**src/rtl/core/hll_pkg.sv**
```systemverilog
package hll_pkg;

    localparam int INDEX_BITS = 7;
    localparam int NUM_REGS   = 1 << INDEX_BITS;
    localparam int RANK_CAP   = 33 - INDEX_BITS;
    localparam int RANK_W     = 5;
    localparam int OUT_IDX_W  = 7;

    localparam logic [31:0] HASH_MULT = 32'd2654435761;
    localparam logic [15:0] MIN_FRAME = 16'd34;
    localparam logic [15:0] ETH_IPV4  = 16'h0800;

    localparam logic MODE_UPDATE = 1'b0;
    localparam logic MODE_READ   = 1'b1;

    localparam int IN_DATA_W  = 72;
    localparam int OUT_DATA_W = 56;

    typedef logic [INDEX_BITS-1:0] t_idx;
    typedef logic [RANK_W-1:0]     t_rank;

    typedef struct packed {
        logic        mode;
        logic [15:0] frame_length;
        logic [15:0] ether_type;
        logic [31:0] src_addr;
        logic [7:0]  read_index;
    } t_item;

    typedef struct packed {
        logic  upd;
        logic  rd;
        t_idx  idx;
        t_rank rank;
    } t_req;

    typedef struct packed {
        logic                 counted;
        logic [OUT_IDX_W-1:0] reg_index;
        t_rank                rank;
        t_rank                reg_value;
        logic [31:0]          packet_count;
    } t_result;

endpackage

```
**src/rtl/core/hll_front.sv**
```systemverilog
module hll_front (
    input  logic          i_clk,
    input  logic          i_rst_n,
    input  logic          i_item_vld,
    output logic          o_item_rdy,
    input  hll_pkg::t_item i_item,
    output logic          o_req_vld,
    input  logic          i_req_rdy,
    output hll_pkg::t_req o_req
);

    logic           r_s1_vld;
    hll_pkg::t_item r_s1;
    logic           r_s2_vld;
    logic           r_s2_upd;
    logic           r_s2_rd;
    logic [31:0]    r_s2_hash;
    hll_pkg::t_idx  r_s2_ridx;

    logic           s1_rdy;
    logic           s2_rdy;
    logic           n_upd;
    logic           n_rd;
    logic [31:0]    n_hash;
    hll_pkg::t_rank rank;

    assign s2_rdy     = !r_s2_vld || i_req_rdy;
    assign s1_rdy     = !r_s1_vld || s2_rdy;
    assign o_item_rdy = s1_rdy;

    assign n_upd  = (r_s1.mode == hll_pkg::MODE_UPDATE)
                 && (r_s1.frame_length >= hll_pkg::MIN_FRAME)
                 && (r_s1.ether_type == hll_pkg::ETH_IPV4);
    assign n_rd   = (r_s1.mode == hll_pkg::MODE_READ)
                 && ((r_s1.read_index >> hll_pkg::INDEX_BITS) == 8'd0);
    assign n_hash = 32'(r_s1.src_addr * hll_pkg::HASH_MULT);

    always_ff @(posedge i_clk) begin
        if (!i_rst_n) begin
            r_s1_vld <= 1'b0;
            r_s2_vld <= 1'b0;
        end else begin
            if (s1_rdy) begin
                r_s1_vld <= i_item_vld;
            end
            if (s2_rdy) begin
                r_s2_vld <= r_s1_vld;
            end
        end
    end

    always_ff @(posedge i_clk) begin
        if (s1_rdy && i_item_vld) begin
            r_s1 <= i_item;
        end
        if (s2_rdy && r_s1_vld) begin
            r_s2_upd  <= n_upd;
            r_s2_rd   <= n_rd;
            r_s2_hash <= n_hash;
            r_s2_ridx <= hll_pkg::t_idx'(r_s1.read_index);
        end
    end

    // trailing zeros plus one, capped
    always_comb begin
        rank = hll_pkg::t_rank'(hll_pkg::RANK_CAP);
        for (int i = hll_pkg::RANK_CAP - 2; i >= 0; i--) begin
            if (r_s2_hash[i]) begin
                rank = hll_pkg::t_rank'(i + 1);
            end
        end
    end

    always_comb begin
        o_req_vld  = r_s2_vld;
        o_req.upd  = r_s2_upd;
        o_req.rd   = r_s2_rd;
        o_req.idx  = r_s2_rd ? r_s2_ridx : r_s2_hash[31 -: hll_pkg::INDEX_BITS];
        o_req.rank = rank;
    end

endmodule

```
**src/rtl/core/hll_sketch.sv**
```systemverilog
module hll_sketch (
    input  logic             i_clk,
    input  logic             i_rst_n,
    input  logic             i_req_vld,
    output logic             o_req_rdy,
    input  hll_pkg::t_req    i_req,
    output logic             o_res_vld,
    input  logic             i_res_rdy,
    output hll_pkg::t_result o_res
);

    hll_pkg::t_rank mem [hll_pkg::NUM_REGS];
    logic [hll_pkg::NUM_REGS-1:0] r_valid;

    logic           r_vld;
    logic           r_upd;
    logic           r_rd;
    hll_pkg::t_idx  r_idx;
    hll_pkg::t_rank r_rank;
    hll_pkg::t_rank r_mem_q;
    logic           r_vbit;
    logic           r_fwd_hit;
    hll_pkg::t_rank r_fwd_val;
    logic [31:0]    r_count;

    logic           adv;
    logic           fire;
    logic           wr_en;
    hll_pkg::t_rank cur;
    hll_pkg::t_rank n_val;
    logic [31:0]    n_count;

    assign o_req_rdy = !r_vld || i_res_rdy;
    assign adv       = i_req_vld && o_req_rdy;
    assign fire      = r_vld && i_res_rdy;
    assign wr_en     = fire && r_upd;

    assign cur     = r_fwd_hit ? r_fwd_val : (r_vbit ? r_mem_q : '0);
    assign n_val   = (r_rank > cur) ? r_rank : cur;
    assign n_count = r_upd ? r_count + 32'd1 : r_count;

    always_ff @(posedge i_clk) begin
        if (!i_rst_n) begin
            r_vld   <= 1'b0;
            r_valid <= '0;
            r_count <= '0;
        end else begin
            if (o_req_rdy) begin
                r_vld <= i_req_vld;
            end
            if (wr_en) begin
                r_valid[r_idx] <= 1'b1;
            end
            if (fire) begin
                r_count <= n_count;
            end
        end
    end

    always_ff @(posedge i_clk) begin
        if (wr_en) begin
            mem[r_idx] <= n_val;
        end
        if (adv) begin
            r_mem_q   <= mem[i_req.idx];
            r_vbit    <= r_valid[i_req.idx];
            // write-back on the same edge is not yet visible in the read
            r_fwd_hit <= wr_en && (r_idx == i_req.idx);
            r_fwd_val <= n_val;
            r_upd     <= i_req.upd;
            r_rd      <= i_req.rd;
            r_idx     <= i_req.idx;
            r_rank    <= i_req.rank;
        end
    end

    always_comb begin
        o_res_vld          = r_vld;
        o_res.counted      = r_upd;
        o_res.reg_index    = (r_upd || r_rd) ? hll_pkg::OUT_IDX_W'(r_idx) : '0;
        o_res.rank         = r_upd ? r_rank : '0;
        o_res.reg_value    = r_upd ? n_val : (r_rd ? cur : '0);
        o_res.packet_count = n_count;
    end

endmodule

```
**src/rtl/core/hyperloglog_register_update.sv**
```systemverilog
// Stages: front s1, s2, sketch, output register. Throughput: one word per
// cycle unless i_m_tready stalls; sketch memory is read per accepted request
// and written back per update, forwarding between consecutive updates.
// Reset (i_rst_n low, synchronous) zeroes all ranks via their valid bits, the
// packet count and all pipeline valids; no clearing pass is needed.
module hyperloglog_register_update (
    input  logic                               i_clk,
    input  logic                               i_rst_n,
    input  logic                               i_s_tvalid,
    output logic                               o_s_tready,
    // frame_length, ether_type, src_addr, read_index
    input  logic [hll_pkg::IN_DATA_W-1:0]      i_s_tdata,
    // mode
    input  logic                               i_s_tuser,
    output logic                               o_m_tvalid,
    input  logic                               i_m_tready,
    // reg_index, rank, reg_value, packet_count, zero pad
    output logic [hll_pkg::OUT_DATA_W-1:0]     o_m_tdata,
    // counted
    output logic                               o_m_tuser
);

    hll_pkg::t_item   item;
    hll_pkg::t_req    req;
    hll_pkg::t_result res;
    logic             req_vld;
    logic             req_rdy;
    logic             res_vld;
    logic             res_rdy;

    logic             r_out_vld;
    hll_pkg::t_result r_out;

    always_comb begin
        item.mode         = i_s_tuser;
        item.frame_length = i_s_tdata[15:0];
        item.ether_type   = i_s_tdata[31:16];
        item.src_addr     = i_s_tdata[63:32];
        item.read_index   = i_s_tdata[71:64];
    end

    hll_front u_front (
        .i_clk      (i_clk),
        .i_rst_n    (i_rst_n),
        .i_item_vld (i_s_tvalid),
        .o_item_rdy (o_s_tready),
        .i_item     (item),
        .o_req_vld  (req_vld),
        .i_req_rdy  (req_rdy),
        .o_req      (req)
    );

    hll_sketch u_sketch (
        .i_clk     (i_clk),
        .i_rst_n   (i_rst_n),
        .i_req_vld (req_vld),
        .o_req_rdy (req_rdy),
        .i_req     (req),
        .o_res_vld (res_vld),
        .i_res_rdy (res_rdy),
        .o_res     (res)
    );

    assign res_rdy = !r_out_vld || i_m_tready;

    always_ff @(posedge i_clk) begin
        if (!i_rst_n) begin
            r_out_vld <= 1'b0;
        end else if (res_rdy) begin
            r_out_vld <= res_vld;
        end
    end

    always_ff @(posedge i_clk) begin
        if (res_rdy && res_vld) begin
            r_out <= res;
        end
    end

    assign o_m_tvalid = r_out_vld;
    assign o_m_tuser  = r_out.counted;
    assign o_m_tdata  = {7'd0, r_out.packet_count, r_out.reg_value, r_out.rank,
                         r_out.reg_index};

`ifndef ASSERT_OFF
    a_counted_rank: assert property (@(posedge i_clk) disable iff (!i_rst_n)
        (o_m_tvalid && o_m_tuser) |-> (o_m_tdata[11:7] != 5'd0)
                                      && (o_m_tdata[16:12] >= o_m_tdata[11:7]))
        else $error("counted word with bad rank or register value");
    a_uncounted_rank: assert property (@(posedge i_clk) disable iff (!i_rst_n)
        (o_m_tvalid && !o_m_tuser) |-> (o_m_tdata[11:7] == 5'd0))
        else $error("uncounted word carries a rank");
    a_reset_empty: assert property (@(posedge i_clk)
        !i_rst_n |=> !o_m_tvalid)
        else $error("output valid after reset");
    a_count_step: assert property (@(posedge i_clk) disable iff (!i_rst_n)
        (res_vld && res_rdy && res.counted && !r_out_vld) |=>
            (o_m_tdata[48:17] != 32'd0 || $past(res.packet_count) == 32'd0))
        else $error("packet count not advanced");
`endif

endmodule
```
**config.mk**
```make
export PLATFORM = sky130hd
export DESIGN_NAME = hyperloglog_register_update
export DESIGN_NICKNAME = d
export VERILOG_FILES = /design/src/rtl/core/hll_pkg.sv /design/src/rtl/core/hll_front.sv /design/src/rtl/core/hll_sketch.sv /design/src/rtl/core/hyperloglog_register_update.sv
export SDC_FILE = /design/constraint.sdc
export NUM_CORES = 2
export LEC_CHECK = 0
export BUFFER_PORTS_ARGS = -buffer_cell sky130_fd_sc_hd__buf_4
export CAP_MARGIN = 15
export CORE_MARGIN = 1
export CORE_UTILIZATION = 32
export DETAILED_ROUTE_END_ITERATION = 7
export GPL_TIMING_DRIVEN = 1
export PLACE_DENSITY = 0.56
export SLEW_MARGIN = 20
export SYNTH_ARGS = -nofsm -noshare
export SYNTH_HDL_FRONTEND = slang
export SYNTH_HIERARCHICAL = 1
export SYNTH_SLANG_ARGS = --single-unit
```
**constraint.sdc**
```tcl
create_clock -name i_clk -period 7 [get_ports i_clk]
set_input_delay 0.35 -clock i_clk [delete_from_list [all_inputs] [get_ports i_clk]]
set_output_delay 0.35 -clock i_clk [all_outputs]
set_load 0.1 [all_outputs]
```
# Word-level counts from Yosys, hierarchy flattened
# Memory sizes are Yosys's and may differ from the RTL's. A register that Yosys moved wholly into a read port is not among the register bits.
# Cells that the tools add are included.
# Widths: inputs -> output; s select.
[totals]
reg_bits = 349
ram_bits = 640
inputBits = 77
elab_cells = 102
memories = 1
[mem_list]
columns = ["name", "words", "word_bits", "rd", "rd_clocked_by_memory_dff", "write_ports", "line_no", "source"]
rows = [
  ["u_sketch.mem", 128, 5, 1, 1, 1, "hll_sketch.sv:12", "hll_pkg::t_rank mem [hll_pkg::NUM_REGS];"],
]
[op_classes]
addsub = 1
mul = 1
order_cmp = 5
eq_ne = 2
n_mux = 37
n_bitwise = 2
n_reduce_logical = 23
[ops]
columns = ["cell", "n"]
rows = [
  ["$or 128x128->128", 1],
  ["$mux 4", 16],
  ["$add 32x1->32 const B", 1],
  ["$mul 32x32->32 const B", 1],
  ["$mux 32", 1],
  ["$mux 5", 5],
  ["$eq 16x12->1 const B", 1],
  ["$ge 16x6->1 const B", 1],
  ["$lt 7x8->1 const B", 2],
  ["$reduce_or 15->1", 1],
  ["$mux 3", 4],
  ["$logic_and 1x1->1", 10],
  ["$logic_not 8->1", 1],
  ["$mux 2", 4],
  ["$bmux 1 s7", 1],
  ["$demux 1 s7", 1],
  ["$eq 7x7->1", 1],
  ["$ge 7x1->1 const B", 1],
  ["$mux 7", 1],
  ["$reduce_or 7->1", 1],
  ["$gt 5x5->1", 1],
  ["$logic_or 1x1->1", 5],
  ["$logic_not 1->1", 4],
  ["$mux 1", 4],
  ["2 further kinds", 2],
]

# Longest topological paths before layout
[logic_depth]
word_depth = 24
depth_mapped = 25
mapped_depth_nobuf = 25

# By module
# The synthesis kept the hierarchy.
[modules_own_cells]
columns = ["module", "n_inst", "cells_each", "area_per_inst_um2"]
rows = [
  ["hll_sketch", 1, 1978, 32884.0],
  ["hll_front", 1, 1080, 12698.4],
  ["hyperloglog_register_update", 1, 63, 1615.3],
]

# Worst setup path before layout
# Ideal clock, no wire load.
[synth_timing]
path_kind = "reg2reg"
startpoint = "register u_sketch.r_fwd_hit"
endpoint = "memory u_sketch/mem[0][3] in the netlist's numbering (data pin)"
setup_ns = 1.214
arrival_time_ns = 6.205
required_time_ns = 5.786
setup_slack_ns = -0.420
path_stages_with_launch = 7
period_less_slack_ns = 7.420
path_cell_list = "edfxtp_1 > buf_6 > nor2b_1 > a22o_1 > inv_1 > ha_1 > o21ai_0"
[synth_between]
elab_chain_cells = 3
[synth_rtl]
columns = ["element", "line_no", "source"]
rows = [
  ["from (decl)", "hll_sketch.sv:22", "logic r_fwd_hit;"],
  ["from (signal assigned)", "hll_sketch.sv:68", "r_fwd_hit <= wr_en && (r_idx == i_req.idx);"],
  ["$mux 5 *", "hll_sketch.sv:38", "assign cur = r_fwd_hit ? r_fwd_val : (r_vbit ? r_mem_q : '0);"],
  ["$gt 5x5->1", "hll_sketch.sv:39", "assign n_val = (r_rank > cur) ? r_rank : cur;"],
  ["$mux 5 *", "hll_sketch.sv:39", ""],
  ["net u_sketch.n_val[3]", "hll_sketch.sv:30", "hll_pkg::t_rank n_val;"],
  ["to (decl)", "hll_sketch.sv:12", ""],
]
# The timed path passes the listed nets; every way through them passes the cells marked *.

# Worst setup path in the final report
[layout_timing]
startpoint = "register u_front/r_s1[14] in the netlist's numbering"
endpoint = "register u_front.r_s2_hash[30] (data pin)"
[layout_between]
elab_chain_cells = 1
[layout_rtl]
columns = ["element", "line_no", "source"]
rows = [
  ["from (decl)", "hll_front.sv:13", "hll_pkg::t_item r_s1;"],
  ["from (signal assigned)", "hll_front.sv:54", "r_s1 <= i_item;"],
  ["$mul 32x32->32", "hll_front.sv:36", "assign n_hash = 32'(r_s1.src_addr * hll_pkg::HASH_MULT);"],
  ["net u_front.n_hash[30]", "hll_front.sv:24", "logic [31:0] n_hash;"],
  ["to (signal assigned)", "hll_front.sv:59", "r_s2_hash <= n_hash;"],
  ["to (decl)", "hll_front.sv:17", "logic [31:0] r_s2_hash;"],
]
# The timed path passes the listed nets, and every way through them passes these cells.
# A chain may end at the register's enable or synchronous reset.

==> run metrics <==
Area after DPL 50600 um2; Final Instance Area 54900 um2; setup TNS 0 ns; Final GP Congestion 0.800; CTS tree done; worst reg2reg path depth 25; # diodes 0; Final Max Slew Viols 0; kind of critical path flip-flop to flip-flop; Hold Path Stages 2; area delta synth->final 16.4%; Critical Path RT 7.41 ns; share of layout cells above drive strength 1 16.0%; port bufs 127; status completed; top cells by area, synth edfxtp_1, fa_1, dfxtp_1, mux4_2, ha_1; router iterations before antenna repair 5; Vias/cell 4.78; clk_skew 0.0733 ns; Worst-Margin Slew 1.06 ns; I/O pins 136; DR iter-0 viols 1748; CP endpoint kind flip-flop; largest net degree at the start of global routing 94; hold_ws 0.176 ns; initial antenna violation count 1; post-synth top area cell edfxtp_1; Final Net Count 3841; Die Area 149000 um2; Num Clock Sinks 993; FF+latch count, synth 993; CP arrival 7.15 ns; Crit Path Max Fanout 5; # Max-Cap Violations 0; r2r setup slk 0.26 ns; fillers 13767; unrepaired setup endpoints after global routing false; FMAX 148 MHz; final wirelength 112 mm; routed length per instance 20.9 um; clk_lat worst skew 0.73 ns; Die Span X 386 um; Tmin final 6.74 ns; initial core utilization 32.3%; Warnings, synthesis 6; vias in the first global route 27134; most frequent cells in the layout edfxtp_1, inv_1, fa_1; Most used DFF post-synth edfxtp_1; final setup violating endpoints 0; final hold vios 0; CTS root buf clkbuf_16; H-tree Lvls 3; Startpoint Class flip-flop; Post-Synthesis Cells 3121; most common cell after layout, fill and taps aside edfxtp_1; vias 25714; FFs w/ async S/R, synth 0%; DRC 0; Post-synth EDFFs 829; Syn Std Cell Area 47200 um2; GR Overflow Total 0; die boundary height 386 um; Clock Pin Slew Worst Setup and Hold Paths 0.06 ns; sequential fraction of the synthesis area 59.7%; syn avg cell area 15.1 um2; Slew headroom 29.5%; core area 146000 um2; Tcrit/Tclk final 96.3%; Total Routing Usage GR 15.2%; Hold Path Class primary input to flip-flop; library cells used by synthesis 79; Final HPWL DP 74.5 mm; CTS Buf Count 104; CTS max path bufs 3; top-area cell type share of the netlist area 52.7%; first-pass GRT wire length 169 mm; Routed Antenna Nets 0; row count 140
[metrics by stage]
step	std cells	utilization (%)	worst slack [ns]
6_report	5378	37.6	0.259
5_1_grt	5378	37.6	0.00100
4_1_cts	5377	37.6	0.130
3_5_place_dp	5105	34.6	0.200
3_3_place_gp	5105	34.6	0.236
2_1_floorplan	3127	-	0.165
[final cells by class]
| class | count | area, um2 | share of cell area [%] |
|---|---|---|---|
| Tap cell | 1917 | 2400 | 4.37 |
| Inverter | 351 | 1320 | 2.40 |
| Timing Repair Buffer | 265 | 2220 | 4.03 |
| Sequential cell | 993 | 28200 | 51.3 |
| Multi-Input combinational cell | 1654 | 17300 | 31.4 |
| Clock buffer | 145 | 2900 | 5.27 |
| Clock inverter | 53 | 684 | 1.25 |
[what timing repair did]
item | 4_1_cts | 5_1_grt
setup endpoints to repair | 0 | 6
setup buffers | 0 | 1
gates resized for setup | 0 | 11
hold endpoints to repair | 74 | 0
hold buffers | 74 | 0
[registers in the layout, indices dropped and copies added (netlist names), 5 cells and up]
name                count
o_m_tdata              49
u_front/r_s1           72
u_sketch/r_count       32
u_sketch/r_valid      128
u_sketch/r_idx          7
u_sketch/r_rank         5
u_front/r_s2_hash      32
u_sketch/mem          640
u_front/r_s2_ridx       7
u_sketch/r_mem_q        5
u_sketch/r_fwd_val      5
[path summary, 6_finish.rpt]
check / start / endpoint
min: i_rst_n / u_sketch/r_valid[103]
max: u_front/r_s1[14] / u_front/r_s2_hash[30]
max reg2reg: u_front/r_s1[14] / u_front/r_s2_hash[30]
min reg2reg: u_front/r_s1[4] / u_front/r_s2_ridx[4]
[critical path, cell delays in order (launching register included)]
cell	delay [ns]
edfxtp_1	0.37
inv_1	0.08
buf_4	0.16
fa_1	0.56
fa_1	0.18
inv_1	0.06
fa_1	0.53
inv_1	0.05
fa_1	0.54
inv_1	0.06
fa_1	0.46
fa_1	0.50
fa_1	0.55
inv_1	0.05
fa_1	0.52
inv_1	0.04
ha_1	0.30
buf_4	0.15
and4_4	0.23
nand2_1	0.06
or3_1	0.32
o211ai_1	0.18
buf_4	0.18
a21o_1	0.12
a21oi_1	0.07
xnor2_1	0.12
[cell usage after synthesis, types with 6 or more instances]
cell / instances
buf_4: 24
nand4_1: 12
mux2i_1: 97
a21o_1: 7
a22o_1: 9
nor4_1: 15
o21ai_0: 16
edfxtp_1: 829
nand2_1: 108
xnor2_1: 81
and3_1: 8
mux2_2: 8
a21oi_1: 27
nand2b_1: 8
dfxtp_1: 164
nor3_1: 20
buf_2: 37
nand3_1: 35
fa_1: 204
ha_1: 191
and2_1: 40
mux4_2: 144
a211oi_1: 44
o22ai_1: 50
o21a_1: 136
inv_1: 351
a211o_1: 6
clkbuf_1: 63
nor2b_1: 21
nand3b_1: 8
nor2_1: 188
xor2_1: 46
a22oi_1: 43
[logic make-up (layout without fill, tap and decap cells)]
| group | Yosys count | count (layout) | share of synthesized area, % |
|---|---|---|---|
| DFF | 993 | 993 | 59.7 |
| buffers and inverters | 480 | 814 | 4.12 |
| xor gates and xnor gates | 127 | 127 | 2.36 |
| AOI/OAI and AO/OA | 378 | 378 | 5.78 |
| adders and majority gates | 396 | 396 | 13.7 |
| other | 1 | 7 | 0.00795 |
| and+or+nand+nor | 495 | 495 | 5.13 |
| muxes | 251 | 251 | 9.17 |
[layer usage]
metal | GRT usage, % | vias to the layer above | part of all wire [%] | routed length [um]
met3 | 2.44 | 142 | 4.9 | 5470
met1 | 20.7 | 13130 | 45 | 50600
met4 | 4.32 | 0 | 2.3 | 2630
met2 | 25.0 | 591 | 48 | 53500
li1 | - | 11851 | - | -
met5 | 0 | - | 0 | 0
Power is left out: the tool's default activity adds up to more than one toggle a clock period on the data nets, which glitch-free logic cannot reach.
